==> config.mk <==
export PLATFORM = sky130hd
export DESIGN_NAME = unaligned_two_bit_base_unpack
export DESIGN_NICKNAME = d
export VERILOG_FILES = /design/src/rtl/core/utbu_pkg.sv /design/src/rtl/core/utbu_lane.sv /design/src/rtl/core/utbu_merge.sv /design/src/rtl/core/unaligned_two_bit_base_unpack.sv
export SDC_FILE = /design/constraint.sdc
export NUM_CORES = 1
export LEC_CHECK = 0
export BUFFER_PORTS_ARGS = -buffer_cell sky130_fd_sc_hd__buf_2
export CORE_MARGIN = 2
export CORE_UTILIZATION = 60
export DETAILED_ROUTE_END_ITERATION = 8
export GPL_TIMING_DRIVEN = 0
export PLACE_DENSITY = 0.78
export SLEW_MARGIN = 20
export SYNTH_ARGS = -nofsm -noshare
export SYNTH_HDL_FRONTEND = slang
export SYNTH_SLANG_ARGS = --single-unit
==> constraint.sdc <==
create_clock -name i_clk -period 6.3 [get_ports i_clk]
set_clock_uncertainty 0.15 [all_clocks]
set_input_delay 0 -clock i_clk [delete_from_list [all_inputs] [get_ports i_clk]]
set_output_delay 0 -clock i_clk [all_outputs]
set_load 0.03 [all_outputs]
==> src/rtl/core/utbu_pkg.sv <==
package utbu_pkg;

    localparam int BASES_PER_TILE    = 16;
    localparam int POS_W             = 4;
    localparam int NUM_W             = 5;
    localparam int CHAR_W            = 8;
    localparam int CODE_W            = 2;
    localparam int NUM_CODES         = 4;
    localparam int TILE_W            = BASES_PER_TILE * CODE_W;
    localparam int CFG_IDX_W         = 3;
    localparam int DEF_COUNT_WIDTH   = 28;

    localparam logic [CFG_IDX_W-1:0] REG_FIRST_OFFSET = 3'd0;
    localparam logic [CFG_IDX_W-1:0] REG_TOTAL_BASES  = 3'd1;
    localparam logic [CFG_IDX_W-1:0] REG_CHAR_CODE0   = 3'd2;
    localparam logic [CFG_IDX_W-1:0] REG_CHAR_CODE1   = 3'd3;
    localparam logic [CFG_IDX_W-1:0] REG_CHAR_CODE2   = 3'd4;
    localparam logic [CFG_IDX_W-1:0] REG_CHAR_CODE3   = 3'd5;

    localparam logic [CHAR_W-1:0] RST_CHAR_CODE0 = 8'd116;
    localparam logic [CHAR_W-1:0] RST_CHAR_CODE1 = 8'd99;
    localparam logic [CHAR_W-1:0] RST_CHAR_CODE2 = 8'd97;
    localparam logic [CHAR_W-1:0] RST_CHAR_CODE3 = 8'd103;

    typedef logic [CHAR_W-1:0] t_char;
    typedef logic [NUM_CODES-1:0][CHAR_W-1:0] t_char_map;
    typedef logic [BASES_PER_TILE-1:0][CHAR_W-1:0] t_char_row;

    typedef struct packed {
        t_char_row        chars;
        logic [POS_W-1:0] first_pos;
        logic [POS_W-1:0] last_pos;
        logic             last;
    } t_tile;

endpackage

==> src/rtl/core/utbu_lane.sv <==
module utbu_lane
    import utbu_pkg::*;
(
    input  logic [CODE_W-1:0] i_code,
    input  t_char_map         i_char_map,
    output t_char             o_char
);

    assign o_char = i_char_map[i_code];

endmodule

==> src/rtl/core/utbu_merge.sv <==
module utbu_merge
    import utbu_pkg::*;
(
    input  logic   i_clk,
    input  logic   i_rst_n,
    input  logic   i_load,
    input  t_tile  i_tile,
    output logic   o_full,
    output logic   o_valid,
    input  logic   i_stall,
    output t_char  o_base_char,
    output logic   o_last_base
);

    logic             r_stage_valid;
    t_tile            r_stage;
    logic             r_act_valid;
    t_tile            r_act;
    logic [POS_W-1:0] r_pos;
    logic             done;
    logic             move;

    assign o_full      = r_stage_valid;
    assign o_valid     = r_act_valid;
    assign o_base_char = r_act.chars[r_pos];
    assign o_last_base = r_act.last && (r_pos == r_act.last_pos);
    assign done        = r_act_valid && !i_stall && (r_pos == r_act.last_pos);
    assign move        = r_stage_valid && (!r_act_valid || done);

    always_ff @(posedge i_clk) begin
        if (!i_rst_n) begin
            r_stage_valid <= 1'b0;
            r_act_valid   <= 1'b0;
            r_pos         <= '0;
        end else begin
            if (i_load) begin
                r_stage_valid <= 1'b1;
            end else if (move) begin
                r_stage_valid <= 1'b0;
            end
            if (move) begin
                r_act_valid <= 1'b1;
                r_pos       <= r_stage.first_pos;
            end else if (done) begin
                r_act_valid <= 1'b0;
            end else if (r_act_valid && !i_stall) begin
                r_pos <= r_pos + 1'b1;
            end
        end
    end

    always_ff @(posedge i_clk) begin
        if (i_load) begin
            r_stage <= i_tile;
        end
        if (move) begin
            r_act <= r_stage;
        end
    end

endmodule

==> src/rtl/core/unaligned_two_bit_base_unpack.sv <==
// Sixteen lanes map the base codes of a tile, and the row is registered when the tile is accepted.
// With the output idle, an accepted row passes the staging and then the active register.
// Results leave at one base per cycle while the output is not stalled.
// A new tile is accepted while the previous one is emitted; a waiting tile holds off input,
// so no further tile is accepted until the waiting one moves to the active register.
// Synchronous active-low reset restores the register defaults and a one-base request.
module unaligned_two_bit_base_unpack
    import utbu_pkg::*;
#(
    parameter int COUNT_WIDTH = DEF_COUNT_WIDTH
) (
    input  logic                   i_clk,
    input  logic                   i_rst_n,
    input  logic                   i_valid,
    output logic                   o_stall,
    input  logic [TILE_W-1:0]      i_tile_word,
    output logic                   o_valid,
    input  logic                   i_stall,
    output logic [CHAR_W-1:0]      o_base_char,
    output logic                   o_last_base,
    input  logic                   i_cfg_valid,
    output logic                   o_cfg_ready,
    input  logic [CFG_IDX_W-1:0]   i_cfg_index,
    input  logic [COUNT_WIDTH-1:0] i_cfg_data
);

    logic [POS_W-1:0]       r_first_offset;
    logic [COUNT_WIDTH-1:0] r_remaining;
    logic                   r_at_first;
    t_char_map              r_char_map;

    logic [POS_W-1:0]       start;
    logic [NUM_W-1:0]       avail;
    logic [NUM_W-1:0]       num;
    logic [NUM_W-1:0]       last_sum;
    logic                   take;
    logic                   produce;
    logic                   cfg_we;
    logic                   full;
    t_char_row              lane_chars;
    t_tile                  tile;

    assign o_cfg_ready = 1'b1;
    assign cfg_we      = i_cfg_valid && o_cfg_ready;
    assign o_stall     = full;
    assign take        = i_valid && !o_stall;
    assign produce     = take && (r_remaining != '0);

    assign start    = r_at_first ? r_first_offset : '0;
    assign avail    = NUM_W'(BASES_PER_TILE) - {1'b0, start};
    assign num      = (r_remaining < COUNT_WIDTH'(avail)) ? r_remaining[NUM_W-1:0] : avail;
    assign last_sum = {1'b0, start} + num - 1'b1;

    genvar g;
    generate
        for (g = 0; g < BASES_PER_TILE; g++) begin : g_lane
            utbu_lane u_lane (
                .i_code     (i_tile_word[CODE_W*(BASES_PER_TILE-1-g) +: CODE_W]),
                .i_char_map (r_char_map),
                .o_char     (lane_chars[g])
            );
        end
    endgenerate

    always_comb begin
        tile.chars     = lane_chars;
        tile.first_pos = start;
        tile.last_pos  = last_sum[POS_W-1:0];
        tile.last      = (r_remaining == COUNT_WIDTH'(num));
    end

    always_ff @(posedge i_clk) begin
        if (!i_rst_n) begin
            r_first_offset <= '0;
            r_remaining    <= COUNT_WIDTH'(1);
            r_at_first     <= 1'b1;
            r_char_map[0]  <= RST_CHAR_CODE0;
            r_char_map[1]  <= RST_CHAR_CODE1;
            r_char_map[2]  <= RST_CHAR_CODE2;
            r_char_map[3]  <= RST_CHAR_CODE3;
        end else if (cfg_we) begin
            case (i_cfg_index)
                REG_FIRST_OFFSET: r_first_offset <= i_cfg_data[POS_W-1:0];
                REG_TOTAL_BASES: begin
                    r_remaining <= i_cfg_data;
                    r_at_first  <= 1'b1;
                end
                REG_CHAR_CODE0:   r_char_map[0] <= i_cfg_data[CHAR_W-1:0];
                REG_CHAR_CODE1:   r_char_map[1] <= i_cfg_data[CHAR_W-1:0];
                REG_CHAR_CODE2:   r_char_map[2] <= i_cfg_data[CHAR_W-1:0];
                REG_CHAR_CODE3:   r_char_map[3] <= i_cfg_data[CHAR_W-1:0];
                default: ;
            endcase
        end else if (produce) begin
            r_remaining <= r_remaining - COUNT_WIDTH'(num);
            r_at_first  <= 1'b0;
        end
    end

    utbu_merge u_merge (
        .i_clk       (i_clk),
        .i_rst_n     (i_rst_n),
        .i_load      (produce),
        .i_tile      (tile),
        .o_full      (full),
        .o_valid     (o_valid),
        .i_stall     (i_stall),
        .o_base_char (o_base_char),
        .o_last_base (o_last_base)
    );

endmodule

==> flow_summary.json, run 1 <==
{
  "synth_cells": 1035,
  "grt_use_met2": 0.501,
  "die_w_um": 169,
  "overflow": 0,
  "top_usage_layer": "met2",
  "yosys_most_used_dff": "edfxtp_1",
  "vias": 10600,
  "drive_above_1_share": 0.246,
  "worst_pin_slew_ns": 1.06,
  "design_area_um2": 18500,
  "grt_pass1_wl_mm": 64.3,
  "avgSynthCellArea_um2": 15.7,
  "grt_use_met3": 0.0699,
  "cts_root_buffer": "clkbuf_16",
  "io_buffers": 44,
  "power.density_nw_per_um2": 314,
  "grt.total_usage": 0.312,
  "criticalPathCategory": "flop to flop",
  "power_leakage_uw": 0.00609,
  "ys_warn_count": 0,
  "fin_crit_sh": 0.937,
  "fin_cells": 1526,
  "nFillCells": 1658,
  "syn_nets": 1115,
  "ant_nets": 0,
  "rsz0062_at_grt": "no",
  "peakVddDrop_mv": 0.207,
  "slew_headroom": 0.296,
  "hpwl_mm": 27.7,
  "cts.sinks": 341,
  "synth_most_common_cell": "edfxtp_1",
  "cts_tree": "done",
  "wl_per_cell_um": 28.2,
  "synthArstFlopShare": 0,
  "fin_crit_ns": 5.90,
  "setup_viol": 0,
  "synth.distinct_cells": 68,
  "synth_area_um2": 16300,
  "dr.pass1.iters": 5,
  "layout.nets": 1239,
  "first_global_vias": 10400,
  "post-place-cells": 1422,
  "antenna_found_initial": 1,
  "fmax_ghz": 0.169,
  "synthTopCellsByArea": "edfxtp_1 (50%), mux4_2 (23%), dfxtp_1 (8.7%)",
  "finalWeightedCongestion": 0.983,
  "clk_latency_ns": 0.52,
  "route.detailed.drc": 0,
  "clk_path_buf_depth": 3,
  "start_util": 0.607,
  "htree_levels": 2,
  "fin_setup_tns_ns": 0,
  "min_path_type": "input port to flop",
  "seq_area_frac_synth": 0.586,
  "via_per_inst": 6.92,
  "ys_ff_latch": 341,
  "r2r_slack_ns": 0.40,
  "synth_edf_count": 270,
  "maxSlewViolCount": 0,
  "clk_pin_slew_ns": 0.06,
  "arrival_ns": 6.12,
  "area_growth_pct": 13.9,
  "grt_max_degree": 88,
  "rows": 60,
  "hold_viol_final": 0,
  "die_area_um2": 28500,
  "cp-end-kind": "flop",
  "die_y_um": 169,
  "required_ns": 6.52,
  "synth_top_cell_by_area": "edfxtp_1",
  "outcome": "finished clean",
  "diodes": 0,
  "yosysTopAreaCellShare": 0.498,
  "maxCapViolCount": 0,
  "ios": 80,
  "final_core_util": 0.692,
  "cp_max_fo": 10,
  "cts_buffers": 36,
  "synth_common_cells": "edfxtp_1 (270), mux4_2 (168), nand2_1 (93)",
  "drt_wl_total_mm": 43.0,
  "cp-start-kind": "flop",
  "drtIter0Drc": 1325,
  "core_area_um2": 26800,
  "placed_cell_area_um2": 17000,
  "timing.hold.ws_ns": 0.0150,
  "gr-usage-met1": 0.412
}
==> repair_timing <==
item                                    CTS  global route
pin swaps                                 1             0
endpoints found under the setup margin   11            12
endpoints found under the hold margin    67             0
setup buffers                             1             0
hold buffers                             39             0
resized for setup                         2             5
==> sequential cells by signal (all words and copies together), names as in the netlist <==
signal,count
u_merge.o_valid,1
r_char_map,32
r_first_offset,4
r_at_first,1
u_merge.o_full,1
r_remaining,28
u_merge.r_pos,4
u_merge.r_act,133
u_merge.r_stage,137
==> power breakdown <==
part           switching [µW]  leakage [µW]  total (µW)  internal [µW]
clock                     859      0.000534        2040           1180
combinational             609       0.00253        1060            449
sequential               87.4       0.00303        2710           2630
==> layout by cell type, fill, tap and decap left out, drive strengths merged, types with 6 or more instances in the layout <==
master,n
a211oi,9
a21oi,35
a22oi,13
buf,68
clkbuf,124
clkinv,12
dfxtp,71
dlygate4sd3,39
edfxtp,270
ha,11
inv,22
mux2i,22
mux4,168
nand2,93
nand3,26
nand4,6
nor2,45
nor3,17
nor4,8
o21ai,9
o22ai,12
or4,6
xnor2,13
==> critical path, stage by stage, from the launching register on <==
cell and delay, ns:
dfxtp_1 0.37, nand2_1 0.18, ha_1 0.27, a21boi_2 0.28, nand2_1 0.13, ha_1 0.20
or4_1 0.39, or4_4 0.44, or2_4 0.27, a21oi_2 0.19, clkbuf_4 0.25, mux2_2 0.35
ha_1 0.36, a21o_1 0.30, or4_4 0.50, nor4_4 0.31, nand2_1 0.09, a21o_1 0.23
nor4_2 0.20, mux2i_1 0.22, o22ai_1 0.08
==> per-stage QoR <==
step           total power (µW)  setup WS (ns)
3_5_place_dp               3750         -0.451
2_1_floorplan              3480          0.513
6_report                   5810          0.397
4_1_cts                    5810         0.0621
5_1_grt                    6000         0.0734
3_3_place_gp               3740         -0.391
==> layer usage <==
layer | vias up | routed length (µm) | part of all wire
li1 | 4395 | - | -
met5 | - | 0 | 0
met3 | 165 | 4550 | 0.11
met4 | 0 | 2310 | 0.054
met2 | 776 | 20800 | 0.48
met1 | 5218 | 15400 | 0.36
==> final timing paths <==
path                                                endpoint                           from  cells past startpoint
worst max-delay path            r_remaining[26]$_SDFFE_PN0P_        r_at_first$_SDFFE_PN1P_                     20
worst max register to register  r_remaining[26]$_SDFFE_PN0P_        r_at_first$_SDFFE_PN1P_                     20
worst min-delay path            r_remaining[15]$_SDFFE_PN0P_                    i_cfg_valid                      4
worst min register to register   u_merge.r_act[98]$_DFFE_PP_  u_merge.r_stage[98]$_DFFE_PP_                      0
==> cells by family (layout without fill, tap and decap cells) <==
kind of cell	count (synthesis)	after routing	share of synthesized area
multiplexers	191	191	0.247
other	1	1	0.000230
adder cells (fa/ha/maj)	12	12	0.00969
AO/OA/AOI/OAI	111	111	0.0468
AND/OR/NAND/NOR	240	240	0.0724
buffers and inverters	122	272	0.0285
XOR/XNOR	17	17	0.0100
flip-flops	341	341	0.586
==> cell type report <==
cell class	count	area, µm²	share of cell area
Buffer	100	388	0.0209
Clock buffer	45	935	0.0504
Clock inverter	19	191	0.0103
Inverter	22	92.6	0.00499
Multi-Input combinational cell	572	6300	0.340
Sequential cell	341	9530	0.514
Tap cell	341	427	0.0230
Timing Repair Buffer	86	673	0.0363
No activity file was read; power rests on OpenSTA's default activity.
==> run 2: changes to the inputs <==
--- a/config.mk
+++ b/config.mk
@@ -9,7 +9,6 @@
 export CORE_MARGIN = 2
 export CORE_UTILIZATION = 60
 export DETAILED_ROUTE_END_ITERATION = 8
-export GPL_TIMING_DRIVEN = 0
 export PLACE_DENSITY = 0.78
 export SLEW_MARGIN = 20
 export SYNTH_ARGS = -nofsm -noshare
==> flow_summary.json, run 2 (synthesis results as in run 1) <==
{
  "core_area_um2": 26800,
  "r2r_slack_ns": 0.33,
  "regArea_um2": 9530,
  "htree_levels": 2,
  "r2r_end": "r_remaining[24]$_SDFFE_PN0P_",
  "antenna_found_initial": 1,
  "slowest_delay_ns": 0.58,
  "final_common_cell": "edfxtp_1",
  "hold_viol_final": 0,
  "io_buffers": 78,
  "first_global_vias": 10100,
  "arrival_ns": 6.27,
  "fin_setup_tns_ns": 0,
  "min_path_type": "input port to flop",
  "drive_above_1_share": 0.295,
  "cts_buffers": 36,
  "maxSlewViolCount": 0,
  "drt_wl_total_mm": 40.3,
  "setup_viol": 0,
  "cp-end-kind": "flop",
  "ant_nets": 0,
  "multi_input_area_um2": 6300,
  "fin_crit_sh": 0.948,
  "cts_root_buffer": "clkbuf_16",
  "route.detailed.drc": 0,
  "hpwl_mm": 24.3,
  "criticalPathCategory": "flop to flop",
  "top_register": "u_merge.r_stage",
  "fmax_ghz": 0.168,
  "dr.pass1.iters": 5,
  "die_w_um": 169,
  "grt_use_met2": 0.478,
  "top_usage_layer": "met2",
  "wl_per_cell_um": 27.0,
  "fin_cells": 1493,
  "most-common-layout-cells": "edfxtp_1 (270), mux4_2 (168), nand2_1 (91)",
  "nFillCells": 1666,
  "diodes": 0,
  "ff2ff_path_depth": 21,
  "whs_path_depth": 2,
  "worst_pin_slew_ns": 1.07,
  "reg_top3": "u_merge.r_stage x137, u_merge.r_act x133, r_char_map x32",
  "power_leakage_uw": 0.00632,
  "cts_tree": "done",
  "gr-usage-met1": 0.394,
  "die_y_um": 169,
  "crit_chain": "nand2_2 > ha_2 > a21boi_4 > nand2_1 > ha_1 > or4_1 > or4_4 > or2_4 > a21oi_2 > mux2_2 > ha_1 > a21o_1 > or4_4 > nor4_2 > buf_4 > nand2_1 > a21o_1 > o21ai_1 > a21oi_1 > a311oi_1 > dlygate4sd3_1",
  "clk_pin_slew_ns": 0.06,
  "min_to": "u_merge.r_stage[106]$_DFFE_PP_",
  "peakVddDrop_mv": 0.198,
  "largest_reg_flops": 137,
  "grt_use_met3": 0.0669,
  "grt_pass1_wl_mm": 61.4,
  "required_ns": 6.60,
  "vias": 10200,
  "start_util": 0.607,
  "min_from": "i_tile_word[6]",
  "overflow": 0,
  "finalWeightedCongestion": 0.913,
  "grt.total_usage": 0.292,
  "cts.sinks": 341,
  "grt_max_degree": 77,
  "rsz0062_at_grt": "no",
  "clk_path_buf_depth": 3,
  "cp-start-kind": "flop",
  "clk_latency_ns": 0.53,
  "layout.nets": 1205,
  "slowest_stage": "dlygate4sd3_1",
  "slew_headroom": 0.284,
  "fin_crit_ns": 5.97,
  "fin_total_pwr_uw": 5960,
  "post-place-cells": 1366,
  "rows": 60,
  "power.density_nw_per_um2": 319,
  "via_per_inst": 6.85,
  "area_growth_pct": 14.9,
  "ios": 80,
  "outcome": "finished clean",
  "reg2reg_from": "r_at_first$_SDFFE_PN1P_",
  "cp_max_fo": 9,
  "maxCapViolCount": 0,
  "die_area_um2": 28500,
  "drtIter0Drc": 1128
}
[run 2: worst max path at each step]
stage,start,end,slack (ns),depth (start not counted)
after floorplan,r_at_first$_SDFFE_PN1P_,r_remaining[26]$_SDFFE_PN0P_,0.51,20
after global placement,r_at_first$_SDFFE_PN1P_,r_remaining[26]$_SDFFE_PN0P_,0.69,20
after detailed placement,r_at_first$_SDFFE_PN1P_,r_remaining[26]$_SDFFE_PN0P_,0.61,20
after CTS,r_at_first$_SDFFE_PN1P_,r_remaining[24]$_SDFFE_PN0P_,0.12,21
after global routing,r_at_first$_SDFFE_PN1P_,r_remaining[24]$_SDFFE_PN0P_,0.04,21
final,r_at_first$_SDFFE_PN1P_,r_remaining[24]$_SDFFE_PN0P_,0.33,21
[run 2: critical path, delay by kind of cell, from the launching register on]
family	cells	cell delay [ns]
AND/OR/NAND/NOR	8	2.07
AO/OA/AOI/OAI	7	1.34
adder cells (fa/ha/maj)	3	0.79
buffers and inverters	2	0.79
flip-flops	1	0.40
multiplexers	1	0.35
[run 2: power breakdown]
group	internal [µW]	switching, µW	leakage, µW
registers	2630	111	0.00304
clock network	1340	877	0.000617
logic	451	552	0.00267
total	4420	1540	0.00632
[run 2: what timing repair did]
item                                    in CTS  in global routing
gates resized for setup                      0                  7
setup buffers                                0                  0
endpoints found under the setup margin       0                  2
hold buffers                                62                  0
hold endpoints to repair                   198                  0
[run 2: stage by stage]
stage | util | setup WS [ns] | hold slack (ns) | instance area (µm²)
finish | 0.698 | 0.330 | 0.00669 | 18700
global route | 0.698 | 0.0432 | 0.0191 | 18700
CTS | 0.697 | 0.117 | 0.00172 | 18700
detailed placement | 0.627 | 0.609 | 0.0924 | 16800
global placement | 0.627 | 0.689 | 0.0885 | 16800
floorplan | - | 0.513 | -0.0260 | 16300
[run 2: cell type report]
type,count,share of cell area
multi-input combinational,572,0.337
sequential,341,0.510
timing repair buffer,152,0.0589
clock buffer,47,0.0555
tap,341,0.0228
inverter,22,0.00468
clock inverter,18,0.0111
[run 2: per-layer routing]
metal	vias to the layer above	share of wire
met5	-	0.00032
met4	2	0.033
met3	101	0.094
met2	590	0.50
met1	5193	0.38
li1	4338	-
